### src/rtl/tfvd_pkg.sv
// ----------------------------------------------------------------------------
// tfvd_pkg
// Type codes, widths and helpers for the TIFF field value decoder.
// ----------------------------------------------------------------------------
package tfvd_pkg;

  // TIFF field type codes
  localparam logic [15:0] TYPE_BYTE      = 16'd1;
  localparam logic [15:0] TYPE_ASCII     = 16'd2;
  localparam logic [15:0] TYPE_SHORT     = 16'd3;
  localparam logic [15:0] TYPE_LONG      = 16'd4;
  localparam logic [15:0] TYPE_RATIONAL  = 16'd5;
  localparam logic [15:0] TYPE_SBYTE     = 16'd6;
  localparam logic [15:0] TYPE_UNDEFINED = 16'd7;
  localparam logic [15:0] TYPE_SSHORT    = 16'd8;
  localparam logic [15:0] TYPE_SLONG     = 16'd9;
  localparam logic [15:0] TYPE_SRATIONAL = 16'd10;
  localparam logic [15:0] TYPE_FLOAT     = 16'd11;
  localparam logic [15:0] TYPE_DOUBLE    = 16'd12;
  localparam logic [15:0] TYPE_IFD       = 16'd13;
  localparam logic [15:0] TYPE_LONG8     = 16'd16;
  localparam logic [15:0] TYPE_SLONG8    = 16'd17;
  localparam logic [15:0] TYPE_IFD8      = 16'd18;

  // Element sizes in bytes
  localparam logic [3:0] SIZE_NONE = 4'd0;
  localparam logic [3:0] SIZE_1    = 4'd1;
  localparam logic [3:0] SIZE_2    = 4'd2;
  localparam logic [3:0] SIZE_4    = 4'd4;
  localparam logic [3:0] SIZE_8    = 4'd8;

  // Byte order register values
  localparam logic ORDER_LE = 1'b0;
  localparam logic ORDER_BE = 1'b1;

  localparam int IN_W  = 144;
  localparam int OUT_W = 208;

  // Bytes per element for a type code
  function automatic logic [3:0] size_of_type(input logic [15:0] t);
    logic [3:0] s;
    case (t) inside
      TYPE_BYTE, TYPE_ASCII, TYPE_SBYTE, TYPE_UNDEFINED: s = SIZE_1;
      TYPE_SHORT, TYPE_SSHORT:                            s = SIZE_2;
      TYPE_LONG, TYPE_SLONG, TYPE_FLOAT, TYPE_IFD:        s = SIZE_4;
      TYPE_RATIONAL, TYPE_SRATIONAL, TYPE_DOUBLE,
      TYPE_LONG8, TYPE_SLONG8, TYPE_IFD8:                 s = SIZE_8;
      default:                                            s = SIZE_NONE;
    endcase
    return s;
  endfunction

  function automatic logic [31:0] bswap32(input logic [31:0] v);
    return {v[7:0], v[15:8], v[23:16], v[31:24]};
  endfunction

  // Stage 1 -> stage 2: decoded type and range checks
  typedef struct packed {
    logic [3:0]  sz;
    logic        is_uns;
    logic        is_sgn;
    logic        is_srat;
    logic        ok;
    logic        rat_ok;
    logic        order;
    logic [63:0] raw;
  } s1_t;

  // Stage 2 -> stage 3: assembled readings
  typedef struct packed {
    logic [3:0]  sz;
    logic        is_uns;
    logic        is_sgn;
    logic        ok;
    logic        rat_ok;
    logic [63:0] rd;
    logic [63:0] rd_sx;
    logic [32:0] num;
    logic [32:0] den;
  } s2_t;

  // Stage 3: result beat
  typedef struct packed {
    logic [32:0] den;
    logic [32:0] num;
    logic        r_ok;
    logic [63:0] s_val;
    logic        s_ok;
    logic [63:0] u_val;
    logic        u_ok;
    logic [3:0]  sz;
  } res_t;

endpackage

### src/rtl/tiff_field_value_decoder.sv
// Throughput: one beat per cycle while out_tready is high; three register
// stages (decode and range check, byte assembly, flag and result select)
// each hold one item. A stalled stage holds its item; upstream stages fill
// any bubbles. Reset (rst_n low, synchronous) empties the pipeline and
// sets little endian.
// ----------------------------------------------------------------------------
// tiff_field_value_decoder
// Decodes one element of a TIFF directory entry as unsigned, signed and
// rational readings, with bounds checks against count and buffer length.
// ----------------------------------------------------------------------------
module tiff_field_value_decoder
  import tfvd_pkg::*;
(
  input  logic             clk,
  input  logic             rst_n,
  // configuration
  input  logic             cfg_wr_en,
  input  logic             cfg_wr_data,    // file order: 0 little, 1 big endian
  // input stream
  input  logic             in_tvalid,
  output logic             in_tready,
  // field_type[15:0], elem_index[31:16], entry_count[63:32],
  // value_length[79:64], element_bytes[143:80]
  input  logic [IN_W-1:0]  in_tdata,
  // result stream
  output logic             out_tvalid,
  input  logic             out_tready,
  // elem_size[3:0], unsigned_ok[4], unsigned_val[68:5], signed_ok[69],
  // signed_val[133:70], rational_ok[134], rat_numerator[167:135],
  // rat_denominator[200:168], zero pad[207:201]
  output logic [OUT_W-1:0] out_tdata
);

  logic        endian_r;
  logic        v1_r, v2_r, v3_r;
  s1_t         s1_r, s1_nxt;
  s2_t         s2_r, s2_nxt;
  res_t        s3_r, s3_nxt;
  logic        adv1, adv2, adv3;

  logic [15:0] f_type;
  logic [15:0] f_idx;
  logic [31:0] f_cnt;
  logic [15:0] f_len;
  logic [16:0] idx_p1;
  logic [19:0] span;
  logic        in_cnt;

  assign f_type = in_tdata[15:0];
  assign f_idx  = in_tdata[31:16];
  assign f_cnt  = in_tdata[63:32];
  assign f_len  = in_tdata[79:64];

  // Stage handshake: a stage moves when empty or when the next one moves
  assign adv3      = !v3_r || out_tready;
  assign adv2      = !v2_r || adv3;
  assign adv1      = !v1_r || adv2;
  assign in_tready = adv1;

  // Configuration register
  always_ff @(posedge clk) begin
    if (!rst_n) begin
      endian_r <= ORDER_LE;
    end else if (cfg_wr_en) begin
      endian_r <= cfg_wr_data;
    end
  end

  // Stage 1: type decode and range checks
  always_comb begin
    idx_p1 = {1'b0, f_idx} + 17'd1;
    s1_nxt.sz = size_of_type(f_type);
    case (s1_nxt.sz)
      SIZE_1:  span = {3'b0, idx_p1};
      SIZE_2:  span = {2'b0, idx_p1, 1'b0};
      SIZE_4:  span = {1'b0, idx_p1, 2'b0};
      SIZE_8:  span = {idx_p1, 3'b0};
      default: span = '0;
    endcase
    in_cnt = {16'b0, f_idx} < f_cnt;
    case (f_type) inside
      TYPE_BYTE, TYPE_UNDEFINED, TYPE_SHORT, TYPE_LONG,
      TYPE_IFD, TYPE_LONG8, TYPE_IFD8: s1_nxt.is_uns = 1'b1;
      default:                         s1_nxt.is_uns = 1'b0;
    endcase
    case (f_type) inside
      TYPE_SBYTE, TYPE_SSHORT, TYPE_SLONG, TYPE_SLONG8: s1_nxt.is_sgn = 1'b1;
      default:                                          s1_nxt.is_sgn = 1'b0;
    endcase
    s1_nxt.is_srat = (f_type == TYPE_SRATIONAL);
    s1_nxt.ok      = (s1_nxt.sz != SIZE_NONE) && in_cnt && (span <= {4'b0, f_len});
    s1_nxt.rat_ok  = ((f_type == TYPE_RATIONAL) || (f_type == TYPE_SRATIONAL)) &&
                     in_cnt && ({idx_p1, 3'b0} <= {4'b0, f_len});
    s1_nxt.order   = endian_r;
    s1_nxt.raw     = in_tdata[143:80];
  end

  // Stage 2: assemble bytes in file order and sign-extend
  always_comb begin
    logic [63:0] raw;
    logic        be;
    raw = s1_r.raw;
    be  = (s1_r.order == ORDER_BE);
    s2_nxt.sz     = s1_r.sz;
    s2_nxt.is_uns = s1_r.is_uns;
    s2_nxt.is_sgn = s1_r.is_sgn;
    s2_nxt.ok     = s1_r.ok;
    case (s1_r.sz)
      SIZE_1: begin
        s2_nxt.rd    = {56'b0, raw[7:0]};
        s2_nxt.rd_sx = {{56{raw[7]}}, raw[7:0]};
      end
      SIZE_2: begin
        s2_nxt.rd    = be ? {48'b0, raw[7:0], raw[15:8]} : {48'b0, raw[15:0]};
        s2_nxt.rd_sx = be ? {{48{raw[7]}}, raw[7:0], raw[15:8]}
                          : {{48{raw[15]}}, raw[15:0]};
      end
      SIZE_4: begin
        s2_nxt.rd    = be ? {32'b0, bswap32(raw[31:0])} : {32'b0, raw[31:0]};
        s2_nxt.rd_sx = be ? {{32{raw[7]}}, bswap32(raw[31:0])}
                          : {{32{raw[31]}}, raw[31:0]};
      end
      SIZE_8: begin
        s2_nxt.rd    = be ? {bswap32(raw[31:0]), bswap32(raw[63:32])} : raw;
        s2_nxt.rd_sx = s2_nxt.rd;
      end
      default: begin
        s2_nxt.rd    = '0;
        s2_nxt.rd_sx = '0;
      end
    endcase
    // rational: numerator from bytes 0..3, denominator from bytes 4..7
    begin
      logic [31:0] n, d;
      n = be ? bswap32(raw[31:0])  : raw[31:0];
      d = be ? bswap32(raw[63:32]) : raw[63:32];
      s2_nxt.num    = {s1_r.is_srat & n[31], n};
      s2_nxt.den    = {s1_r.is_srat & d[31], d};
      s2_nxt.rat_ok = s1_r.rat_ok && (d != 32'd0);
    end
  end

  // Stage 3: validity flags and zeroing of invalid readings
  always_comb begin
    logic u_ok, s_ok;
    u_ok = s2_r.ok && s2_r.is_uns;
    s_ok = s2_r.ok && (s2_r.is_sgn || (s2_r.is_uns && !s2_r.rd[63]));
    s3_nxt.sz    = s2_r.sz;
    s3_nxt.u_ok  = u_ok;
    s3_nxt.u_val = u_ok ? s2_r.rd : '0;
    s3_nxt.s_ok  = s_ok;
    s3_nxt.s_val = !s_ok ? '0 : (s2_r.is_sgn ? s2_r.rd_sx : s2_r.rd);
    s3_nxt.r_ok  = s2_r.rat_ok;
    s3_nxt.num   = s2_r.rat_ok ? s2_r.num : '0;
    s3_nxt.den   = s2_r.rat_ok ? s2_r.den : '0;
  end

  // Valid bits
  always_ff @(posedge clk) begin
    if (!rst_n) begin
      v1_r <= 1'b0;
      v2_r <= 1'b0;
      v3_r <= 1'b0;
    end else begin
      if (adv1) begin
        v1_r <= in_tvalid;
      end
      if (adv2) begin
        v2_r <= v1_r;
      end
      if (adv3) begin
        v3_r <= v2_r;
      end
    end
  end

  // Payload registers
  always_ff @(posedge clk) begin
    if (adv1 && in_tvalid) begin
      s1_r <= s1_nxt;
    end
    if (adv2 && v1_r) begin
      s2_r <= s2_nxt;
    end
    if (adv3 && v2_r) begin
      s3_r <= s3_nxt;
    end
  end

  assign out_tvalid = v3_r;
  assign out_tdata  = {7'b0, s3_r};

`ifndef SYNTHESIS
  // a valid rational never carries a zero denominator
  a_rat_den: assert property (@(posedge clk) disable iff (!rst_n)
    (v3_r && s3_r.r_ok) |-> (s3_r.den != 33'd0))
    else $error("rational valid with zero denominator");

  // an unsigned reading below 2^63 always has a signed reading
  a_fallback: assert property (@(posedge clk) disable iff (!rst_n)
    (v3_r && s3_r.u_ok && !s3_r.u_val[63]) |-> s3_r.s_ok)
    else $error("signed fallback missing");

  // unknown type gives no valid reading
  a_unknown: assert property (@(posedge clk) disable iff (!rst_n)
    (v3_r && (s3_r.sz == SIZE_NONE)) |-> (!s3_r.u_ok && !s3_r.s_ok && !s3_r.r_ok))
    else $error("reading valid for unknown type");

  // a stalled middle stage keeps its item
  a_hold: assert property (@(posedge clk) disable iff (!rst_n)
    (v2_r && !adv3) |=> (v2_r && $stable(s2_r)))
    else $error("stage 2 item lost under stall");
`endif

endmodule

### config.mk
export PLATFORM = sky130hd
export DESIGN_NAME = tiff_field_value_decoder
export DESIGN_NICKNAME = d
export VERILOG_FILES = /design/src/rtl/tfvd_pkg.sv /design/src/rtl/tiff_field_value_decoder.sv
export SDC_FILE = /design/constraint.sdc
export NUM_CORES = 1
export LEC_CHECK = 0
export ABC_AREA = 1
export BUFFER_PORTS_ARGS = -buffer_cell sky130_fd_sc_hd__buf_2
export CAP_MARGIN = 30
export CORE_UTILIZATION = 39
export DETAILED_ROUTE_END_ITERATION = 8
export SETUP_SLACK_MARGIN = 0.02
export SYNTH_ARGS = -nofsm -noshare
export SYNTH_HDL_FRONTEND = slang
export SYNTH_SLANG_ARGS = --single-unit
### constraint.sdc
create_clock -name clk -period 32.9 [get_ports clk]
set_input_delay 4.935 -clock clk [delete_from_list [all_inputs] [get_ports clk]]
set_output_delay 4.935 -clock clk [all_outputs]
set_load 0.05 [all_outputs]
### Word-level counts from Yosys, hierarchy flattened

Cells that the tools add are included.

* flip-flop bits (word level): 481
* bits in latches: 0
* bits in writable memories: 0
* ROM bits: 0
* input port bits: 150
* output and inout port bits: 210
* memories: 0

* add/subtract/negate cells: 1
* $mul: 0
* div/mod/pow operators: 0
* magnitude comparators: 3
* equal/unequal tests: 24
* shift-type cells: 0
* multiplexer cells: 16
* bitwise operators: 2
* reduce and logical (&&, ||, !) cells: 28

Operator list (number)
* $pmux 128 s4: 1
* $mux 64: 4
* $eq 16x4->1 const B: 6
* $mux 32: 3
* $pmux 20 s4: 1
* $eq 16x3->1 const B: 4
* $eq 16x5->1 const B: 3
* $le 20x16->1: 2
* $eq 16x2->1 const B: 2
* $lt 16x32->1: 1
* $reduce_bool 32->1: 1
* $add 16x1->17 const B: 1
* $eq 16x1->1 const B: 1
* $mux 16: 1
* $mux 4: 4
* $reduce_or 4->1: 3
* $logic_and 1x1->1: 11
* $eq 4x1->1 const B: 2
* $eq 4x2->1 const B: 2
* $eq 4x3->1 const B: 2
* $eq 4x4->1 const B: 2
* $reduce_or 7->1: 1
* $reduce_or 6->1: 1
* $logic_or 1x1->1: 5
* 5 further kinds: 10

### Depth between registers and ports, before layout

Gate-level depths: netlist (run 1).

* word-level depth: 10
* depth in mapped cells: 23

### Worst setup path after synthesis (run 1)

OpenSTA, ideal clock, no wires.

* kind: input to register
* start point: in out_tready
* end point: reg s3_r, in the netlist out_tdata[0], enable pin
* setup time: 0.828 ns
* arrival time: 14.569 ns
* setup slack: 17.503 ns
* cell stages on the path: 2
* buffers on the path: 0
* cell sequence: inv_1 -> a21oi_1

* cells in the longest elaborated chain, start to end: 2

Ends and longest elaborated chain
* from (decl): line tiff_field_value_decoder.sv:27 `input logic out_tready,`
* $logic_or 1x1->1: line tiff_field_value_decoder.sv:55 `assign adv3 = !v3_r || out_tready;`
* $logic_and 1x1->1: line tiff_field_value_decoder.sv:185 `if (adv3 && v2_r) begin`
* to (signal assigned): line tiff_field_value_decoder.sv:186 `s3_r <= s3_nxt;`
* to (decl): line tiff_field_value_decoder.sv:38 `res_t s3_r, s3_nxt;`

Every way passes these cells.
A chain may end at the register's enable or synchronous reset.

### Worst setup path in the final report (run 1)

* start point: in out_tready
* end point: out in_tready

* cells in the longest elaborated chain, start to end: 3

Ends and longest elaborated chain
* $logic_or 1x1->1: line tiff_field_value_decoder.sv:55
* $logic_or 1x1->1: line tiff_field_value_decoder.sv:56 `assign adv2 = !v2_r || adv3;`
* $logic_or 1x1->1: line tiff_field_value_decoder.sv:57 `assign adv1 = !v1_r || adv2;`
* to (decl): line tiff_field_value_decoder.sv:21 `output logic in_tready,`

Every way passes these cells.

==> run summary, run 1 <==
The routed layout has 14417 vias. The number of distinct standard cells referenced by the synthesized netlist was 44; the power per unit of standard cell area was 55.9 nW/um^2. Final clock period utilization by the worst path: 32.3%. In the final layout, flip-flops and latches occupy 14200 um^2. Before antenna repair, the detailed router went through 6 iterations. By count the netlist is led by 469 x edfxtp_1, 399 x nor2_1, 238 x inv_1.

The area growth from synthesis to layout is 19.9%. In this run the static leakage power is 10.2 nW. Layout filler cell count: 4755. The number of cells on the worst reg-to-reg path is 5. In this run the power spent charging and discharging nets is 330 uW. The max-slew violation count is 0, and the routed length per placed instance is 20.5 um. The tools report the startpoint kind of the worst setup timing path as a primary input. The area inside the core boundary is 51600 um^2, and the relative contribution of combinational cells to total power is 9.2%. TritonCTS built the clock tree. Clock-pin slew reported for the worst setup and hold paths after clock tree synthesis: 60 ps.

For the pin with the worst max-slew slack, the measured transition is 1030 ps. Across all setup checks in the final design, the least slack found is 22290 ps. Via count of the first global-routing pass: 13830. The tools report the clock skew after layout as 22.5 ps. The chip width was 231 um. Synthesis inferred 473 register bits. The run gives 99 as the largest net degree at the start of global routing. Type of the worst min-delay path: reg -> reg. 360 I/O pins were placed. The net count of the finished layout is 2338. The number of input and output port buffers inserted works out to 352. The number of flops mapped to enable cells by yosys came out at 469. The cell depth of the worst min-delay path is 0, and the top-area cell type share of the netlist area is 68.6%. In this run, flip-flops and latches consume 50.9% of the power.

The relative contribution of the clock network to total power is 39.9%. Once layout is complete, the utilization of the core stands at 47.7%. The run finished with clean final reports. Subtracting the final worst setup slack from the clock period gives 10610 ps. The worst slack at placement is 22310 ps. Among all flip-flop cells after synthesis, the most frequent one is edfxtp_1.

For the data arrival time of the critical path, the log shows 5680 ps. The run gives 21.7% as the overall global routing resource usage. The cell area that synthesis handed to floorplanning was 20500 um^2. For the number of violations of the max-capacitance limit, the log shows 0. Final RePlAce weighted congestion: 0.924. Net switching is 24.0% of the power. For the number of antenna violations at the first check in global routing, the log shows 4. The Yosys step of the flow raised 0 warnings.

In the synthesized netlist the async set-or-reset flop fraction comes to 0%. The logs give 0 for the remaining global-route overflow and 2860 for the final cell count without fillers. The worst hold slack after final layout is 419 ps, and the clock insertion delay at the later pin of the skew report is 580 ps. In this run the worst path has a maximum fanout of 3.

For this design, the sink count on the clock tree is 473. STA puts the critical path data required time at 27960 ps. The run gives 0 as the final antenna-violating net count. The multi-input combinational cells in the finished layout cover a total of 5130 um^2.

The number of DRC markers after the initial detailed-route iteration is 1269, and the maximum operating frequency is 94.2 MHz. For the total wirelength of the detailed-routed design, the log shows 58600 um. By startpoint and endpoint, the worst setup path is classified as in -> out. Of all cell types, the one taking the most synthesized area is edfxtp_1.

Clock root buffer: clkbuf_16. The run gives 0 as the post-CTS setup-driven buffer insertion count. Cells with a size suffix above 1 make up 21.6% of the layout. In this run the critical register-to-register path is launched from s1_r[64]$_DFFE_PP_. The path with the worst hold slack has its endpoint at s2_r[196]$_DFFE_PP_. In the routed design, unresolved DRC markers number 0. The number of placement rows came out at 83.

The run gives 49 as the number of clock buffers inserted by TritonCTS. By area the synthesized netlist is led by edfxtp_1 69%, nor2_1 7.3%, inv_1 4.4%, nand2_1 3.3%, ha_1 2.7%. The logs give 39.8% for the initial core utilization and 2772 for the cell count after placement. Counting every instance in the synthesized netlist gives 1792. The quantity of hold-fixing buffers added after cts is 0, and the average cell area after synthesis is 11.5 um^2. The HPWL after detailed placement is 43100 um.

The cell with the most instances after synthesis was edfxtp_1. The die covers 53600 um^2. The global-route wire length before repair is 85100 um. In the final timing run, aggregate negative setup slack is 0 ps. Setup violations remaining at the end of the flow were counted as 0. The logs give 1.05 mW for the cell-internal power and 29810 ps for the slack of the worst reg-to-reg path. The die is 231 um tall. The clock passes through at most 3 buffers. The share of the Yosys chip area taken by registers is 69.0%. The endpoint kind of the worst setup timing path was an output pin.

The maximum level of the CTS H-tree was 2. The via count normalized by instance count works out to 5.04. IR analysis of the VDD net gives a maximum drop of 34.6 uV. The endpoint identified for the worst register-to-register timing path is s2_r[133]$_DFFE_PP_.

In this run, post-CTS repair resized a total of 0 instances. The run gives 0 as the number of hold violations in the final report. Setup repair after global routing left no endpoint under its margin. The startpoint identified for the worst hold timing path is s1_r[68]$_DFFE_PP_. For the tightest slew margin relative to the limit, the log shows 30.4%.
-- flip-flops by register name, summed over array words and instances, names as in the netlist --
| signal | flops |
|---|---|
| s1_r | 74 |
| v2_r | 1 |
| out_tvalid | 1 |
| s2_r | 194 |
| v1_r | 1 |
| out_tdata | 201 |
| endian_r | 1 |
-- worst max-delay path by stage --
stage | from | endpoint | slack (ps) | cells after the start
after floorplan | out_tready | out_tdata[0]$_DFFE_PP_ | 17500 | 2
after global placement | out_tready | in_tready | 22300 | 6
final | out_tready | in_tready | 22290 | 6
after CTS | out_tready | in_tready | 22310 | 6
after global routing | out_tready | in_tready | 22230 | 6
after detailed placement | out_tready | in_tready | 22310 | 6
-- layout by cell type, fill, tap and decap left out, types with 9 or more instances in the layout --
cell type / synthesis / layout
ha_1: 45 / 45
clkbuf_1: 40 / 15
inv_1: 238 / 236
clkbuf_16: 0 / 50
buf_4: 8 / 16
o31ai_1: 16 / 16
clkinv_1: 0 / 9
nor4_1: 13 / 13
nand4_1: 14 / 14
nor2_1: 399 / 398
nand3_1: 25 / 24
nand2_1: 179 / 178
edfxtp_1: 469 / 469
nand3b_1: 49 / 49
buf_2: 21 / 352
nor3_1: 44 / 43
a21oi_1: 106 / 105
o21ai_0: 18 / 18
a22oi_1: 17 / 17
-- area by class of cell --
| type | instances | area share [%] |
|---|---|---|
| antenna | 2 | 0.0203 |
| clock buffer | 65 | 5.31 |
| clock inverter | 21 | 1.06 |
| inverter | 245 | 3.77 |
| multi-input combinational | 1003 | 20.9 |
| sequential | 473 | 57.5 |
| tap | 680 | 3.46 |
| timing repair buffer | 371 | 7.98 |
-- power by group through the flow --
stage | sequential [mW] | combinational (mW) | clock (mW)
5_1_grt | 0.702 | 0.137 | 0.580
2_1_floorplan | 0.744 | 0.0525 | 0
3_3_place_gp | 0.713 | 0.124 | 0
3_5_place_dp | 0.713 | 0.126 | 0
4_1_cts | 0.701 | 0.127 | 0.558
6_report | 0.700 | 0.126 | 0.549
-- per-layer routing --
metal | up-vias | part of all wire, % | track usage [%] | routed length [um]
li1 | 6838 | - | - | -
met3 | 78 | 7.7 | 4.77 | 4540
met4 | 6 | 2.4 | 5.94 | 1410
met1 | 6903 | 40 | 27.6 | 23700
met5 | - | 0.058 | 0 | 34
met2 | 592 | 49 | 37.1 | 28900
-- metrics by stage --
stage	area [um^2]	power [mW]
2_1_floorplan	20500	0.796
3_3_place_gp	23000	0.837
3_5_place_dp	23000	0.839
4_1_cts	24600	1.39
5_1_grt	24600	1.42
6_report	24600	1.38
-- critical path: stages --
cell and delay, ps:
buf_2 100, inv_1 110, nand2_1 80, nor2_1 120
nand2_1 110, buf_2 220
-- kinds of logic after synthesis --
logic type / after synthesis / synth area share [%]
buf+inv: 322 / 6.24
simple gates: 741 / 15.6
flops: 473 / 69.0
fa+ha+maj: 45 / 2.74
xor+xnor: 8 / 0.341
other cells: 1 / 0.0183
compound gates: 202 / 6.03
Power figures use the tool's default switching activity.
==> run 2, diff against run 1 <==
--- a/config.mk
+++ b/config.mk
@@ -5,7 +5,7 @@
 export SDC_FILE = /design/constraint.sdc
 export NUM_CORES = 1
 export LEC_CHECK = 0
-export ABC_AREA = 1
+export ABC_AREA = 0
 export BUFFER_PORTS_ARGS = -buffer_cell sky130_fd_sc_hd__buf_2
 export CAP_MARGIN = 30
 export CORE_UTILIZATION = 39
==> constraint.sdc (replaced) <==
create_clock -name clk -period 10.7 [get_ports clk]
set_input_delay 1.605 -clock clk [delete_from_list [all_inputs] [get_ports clk]]
set_output_delay 1.605 -clock clk [all_outputs]
set_load 0.05 [all_outputs]
==> run summary, run 2 <==
The tools report the cell count after synthesis as 1525 (-15%). The logs give 95.9 uV (+180%) for the maximum VDD drop and 4900 ps (-780 ps) for the data arrival time of the critical path. The final RePlAce weighted congestion is 0.880 (-4.8%), and the count of state elements after synthesis is 473 (unchanged). The tree is rooted in a clkbuf_16.

The net switching component of the power is 990 uW (+200%), and the global-route wire length before repair is 83300 um (-2.1%). The cell taking the most area after synthesis is edfxtp_1. Clock insertion delay at the later pin of the skew report: 590 ps (about the same). The sink count of the clock tree is 473 (unchanged).

The portion of the post-synthesis area used by sequential elements came out at 69.2% (+0.15 points). Sorting the synthesized cells by area gives the leading types as edfxtp_1 69%, mux2i_1 2.8%, nand2_1 2.8%, ha_1 2.7%, and2_1 2.3%. The final critical-path required period is 4540 ps. Number of hold violations in the final report: 0 (unchanged). Clock-pin slew reported for the worst setup and hold paths after clock tree synthesis: 50 ps (about the same). The number of violations of the max-capacitance limit was 0 (unchanged).

Quantity of hold-fixing buffers added after cts: 0 (unchanged). The routed length per placed instance came out at 22.4 um (+9.0%). The cell-internal power is 3.20 mW (+210%).

Startpoint kind of the worst setup timing path: a primary input. The total iterations of the first detailed-routing run was 5 (-1); the number of flip-flops under the largest register name was 201 (unchanged). The maximum level of the CTS H-tree came out at 2 (unchanged).

The commonest cells after synthesis are 469 x edfxtp_1, 151 x nand2_1, 90 x a21oi_1. The run gives 41600 um (-3.6%) as the detailed placement HPWL. For the area of the mapped netlist, the log shows 20500 um^2 (-0.21%). The tools report the number of antenna repair diodes as 0 (-2). The via count normalized by instance count works out to 5.26 (+4.3%). The category of the critical setup timing path was in -> reg. Setup repair after global routing left no endpoint under its margin. TritonCTS built the clock tree. The chip width came out at 231 um (-0.11%). Type of the worst min-delay path: reg -> reg. The relative contribution of combinational cells to total power is 8.4% (-0.8 points), and the die height is 231 um (-0.11%). The number of gates resized after CTS was 0 (unchanged); the final clock period utilization by the worst path was 42.4%. The total wirelength of the detailed-routed design is 57800 um (-1.3%). Detailed-route via count: 13608 (-5.6%).

The run gives 49 (unchanged) as the number of clock buffers inserted by TritonCTS. The maximum number of buffers from clock root to sink is 3 (unchanged). The tools report the final cell count without fillers as 2588 (-9.5%).

Relative contribution of the clock network to total power: 39.4% (-0.5 points). Based on the critical path, the design can be clocked at up to 220 MHz. The post-CTS setup-driven buffer insertion count was 0 (unchanged).

The slack of the worst reg-to-reg path is 7420 ps (-22390 ps). In the layout the commonest cells are 469 x edfxtp_1, 352 x buf_2, 151 x nand2_1. For the post-route setup TNS, the log shows 0 ps (unchanged). The power per unit of standard cell area is 171 nW/um^2 (+210%), and the sequential share of power is 52.2% (+1.3 points).

For the number of warning messages in the yosys log, the log shows 0 (unchanged). The largest net degree at the start of global routing is 195 (+97%). The number of DRC markers after the initial detailed-route iteration was 1228 (-3.2%); the signed area change from the synthesized netlist to the final layout was 19.8% (about the same).

The remaining global-route overflow came out at 0 (unchanged). The residual DRC count is 0 (unchanged), and the final cell utilization of the core is 47.5% (-0.15 points). The final net count was 2064 (-12%). The area enclosed by the die boundary came out at 53400 um^2 (-0.21%). In the synthesized netlist the dominant register cell turns out to be edfxtp_1. The library cell used most frequently in the layout, excluding fill and tap cells, is edfxtp_1. For the layout filler cell count, the log shows 4598 (-3.3%). Clock skew after layout: 24.4 ps (+1.91 ps). The standby leakage power was 10.3 nW (+0.58%); the share of async-settable or async-resettable flops after synthesis was 0% (unchanged). The area inside the core boundary was 51600 um^2 (unchanged); the number of input and output port buffers inserted was 352 (unchanged). Top-area cell type share of the netlist area: 68.8% (+0.15 points).

The run gives 13093 (-5.3%) as the via count of the first global-routing pass. For the number of distinct standard cells referenced by the synthesized netlist, the log shows 71 (+61%). The power after layout is 4.19 mW (+200%). The logs give 39.7% (-0.085 points) for the initial core utilization and 360 (unchanged) for the I/O pin count.

The highest net fanout along the worst path came out at 8 (+5). The setup violation total in the final timing report is 0 (unchanged), and the slew of the pin with the lowest slew margin is 1260 ps (+231 ps). The cell with the most instances after synthesis is edfxtp_1.

The run gives 21.3% (-0.37 points) as the overall global routing resource usage. The cell count after placement came out at 2497 (-9.9%). The tools report the final antenna-violating net count as 0 (unchanged).

The number of antenna violations at the first check in global routing is 0 (-4). The switching share of power is 23.6% (-0.39 points). The required time of the critical path was 11070 ps (-16890 ps). The fraction of layout instances using a drive strength above 1 came out at 24.4% (+2.8 points). The number of flops mapped to enable cells by yosys is 469 (unchanged), and the max-slew violation count is 0 (unchanged).

The run gives 83 (unchanged) as the number of placement rows. The average cell area after synthesis is 13.4 um^2 (+17%). The tools report the tightest slew margin relative to the limit as 15.8% (-15 points). The endpoint kind of the worst setup timing path is a register.

The run finished with clean final reports.
==> run 2: changes by cell type after synthesis, moves of 28 or more <==
cell,change
nand2_1,-28
nor3_1,-35
nand3b_1,-48
mux2i_1,+58
and2_1,+76
nor2b_1,+33
and3_1,+66
nand2b_1,+52
inv_1,-152
nor2_1,-327
==> run 2: final timing paths <==
kind,endpoint,startpoint,depth (start not counted)
hold / removal,s2_r[195]$_DFFE_PP_,s1_r[66]$_DFFE_PP_,0
setup reg to reg,s2_r[126]$_DFFE_PP_,s1_r[64]$_DFFE_PP_,8
setup / recovery,s1_r[66]$_DFFE_PP_,in_tdata[16],15
hold reg to reg,s2_r[195]$_DFFE_PP_,s1_r[66]$_DFFE_PP_,0
==> run 2: routing by layer <==
layer / up-vias / wire length [um] / GRT usage (%)
met4: 0 / 1740 / 7.12
met1: 6634 / 24700 / 29.0
met2: 582 / 27000 / 33.9
li1: 6306 / - / -
met5: - / 0 / 0
met3: 86 / 4360 / 4.40
==> run 2: kinds of logic after synthesis <==
family,Yosys count,synth area share (%)
AOI/OAI and AO/OA,235,7.44
xor gates and xnor gates,15,0.641
adders and majority gates,45,2.75
buffers and inverters,174,3.52
DFF,473,69.2
muxes,58,2.83
other,1,0.0183
and+or+nand+nor,524,13.6
==> run 2: layout make-up <==
| cell class | count | area, um^2 | share of cell area [%] |
|---|---|---|---|
| Inverter | 90 | 339 | 1.38 |
| Multi-Input combinational cell | 884 | 5670 | 23.1 |
| Clock buffer | 64 | 1330 | 5.40 |
| Sequential cell | 473 | 14200 | 57.7 |
| Clock inverter | 26 | 229 | 0.933 |
| Timing Repair Buffer | 371 | 1960 | 7.99 |
| Tap cell | 680 | 851 | 3.47 |
==> run 2: power groups by stage <==
| stage | logic, mW | clock network (mW) | registers (mW) |
|---|---|---|---|
| final | 0.352 | 1.65 | 2.19 |
| after floorplan | 0.181 | 0 | 2.25 |
| after global routing | 0.384 | 1.75 | 2.19 |
| after detailed placement | 0.352 | 0 | 2.23 |
| after global placement | 0.346 | 0 | 2.22 |
| after CTS | 0.353 | 1.69 | 2.19 |
==> run 2: per-stage QoR <==
step / area (um^2) / worst slack (ps) / hold WS (ps)
2_1_floorplan: 20500 / 3300 / 400
3_3_place_gp: 22900 / 5690 / 403
3_5_place_dp: 23000 / 5600 / 408
5_1_grt: 24500 / 5870 / 426
6_report: 24500 / 6160 / 419
4_1_cts: 24500 / 6190 / 421
==> run 2: critical path, stage by stage <==
cell and delay, ps:
buf_2 170, ha_1 250, nand4_1 200, or3_2 500
xor2_1 250, inv_1 140, a222oi_1 300, nand2_1 110
ha_1 300, a21oi_1 140, o21ai_0 130, a211o_1 240
nor3_1 140, nor2_1 80, a2111oi_2 340
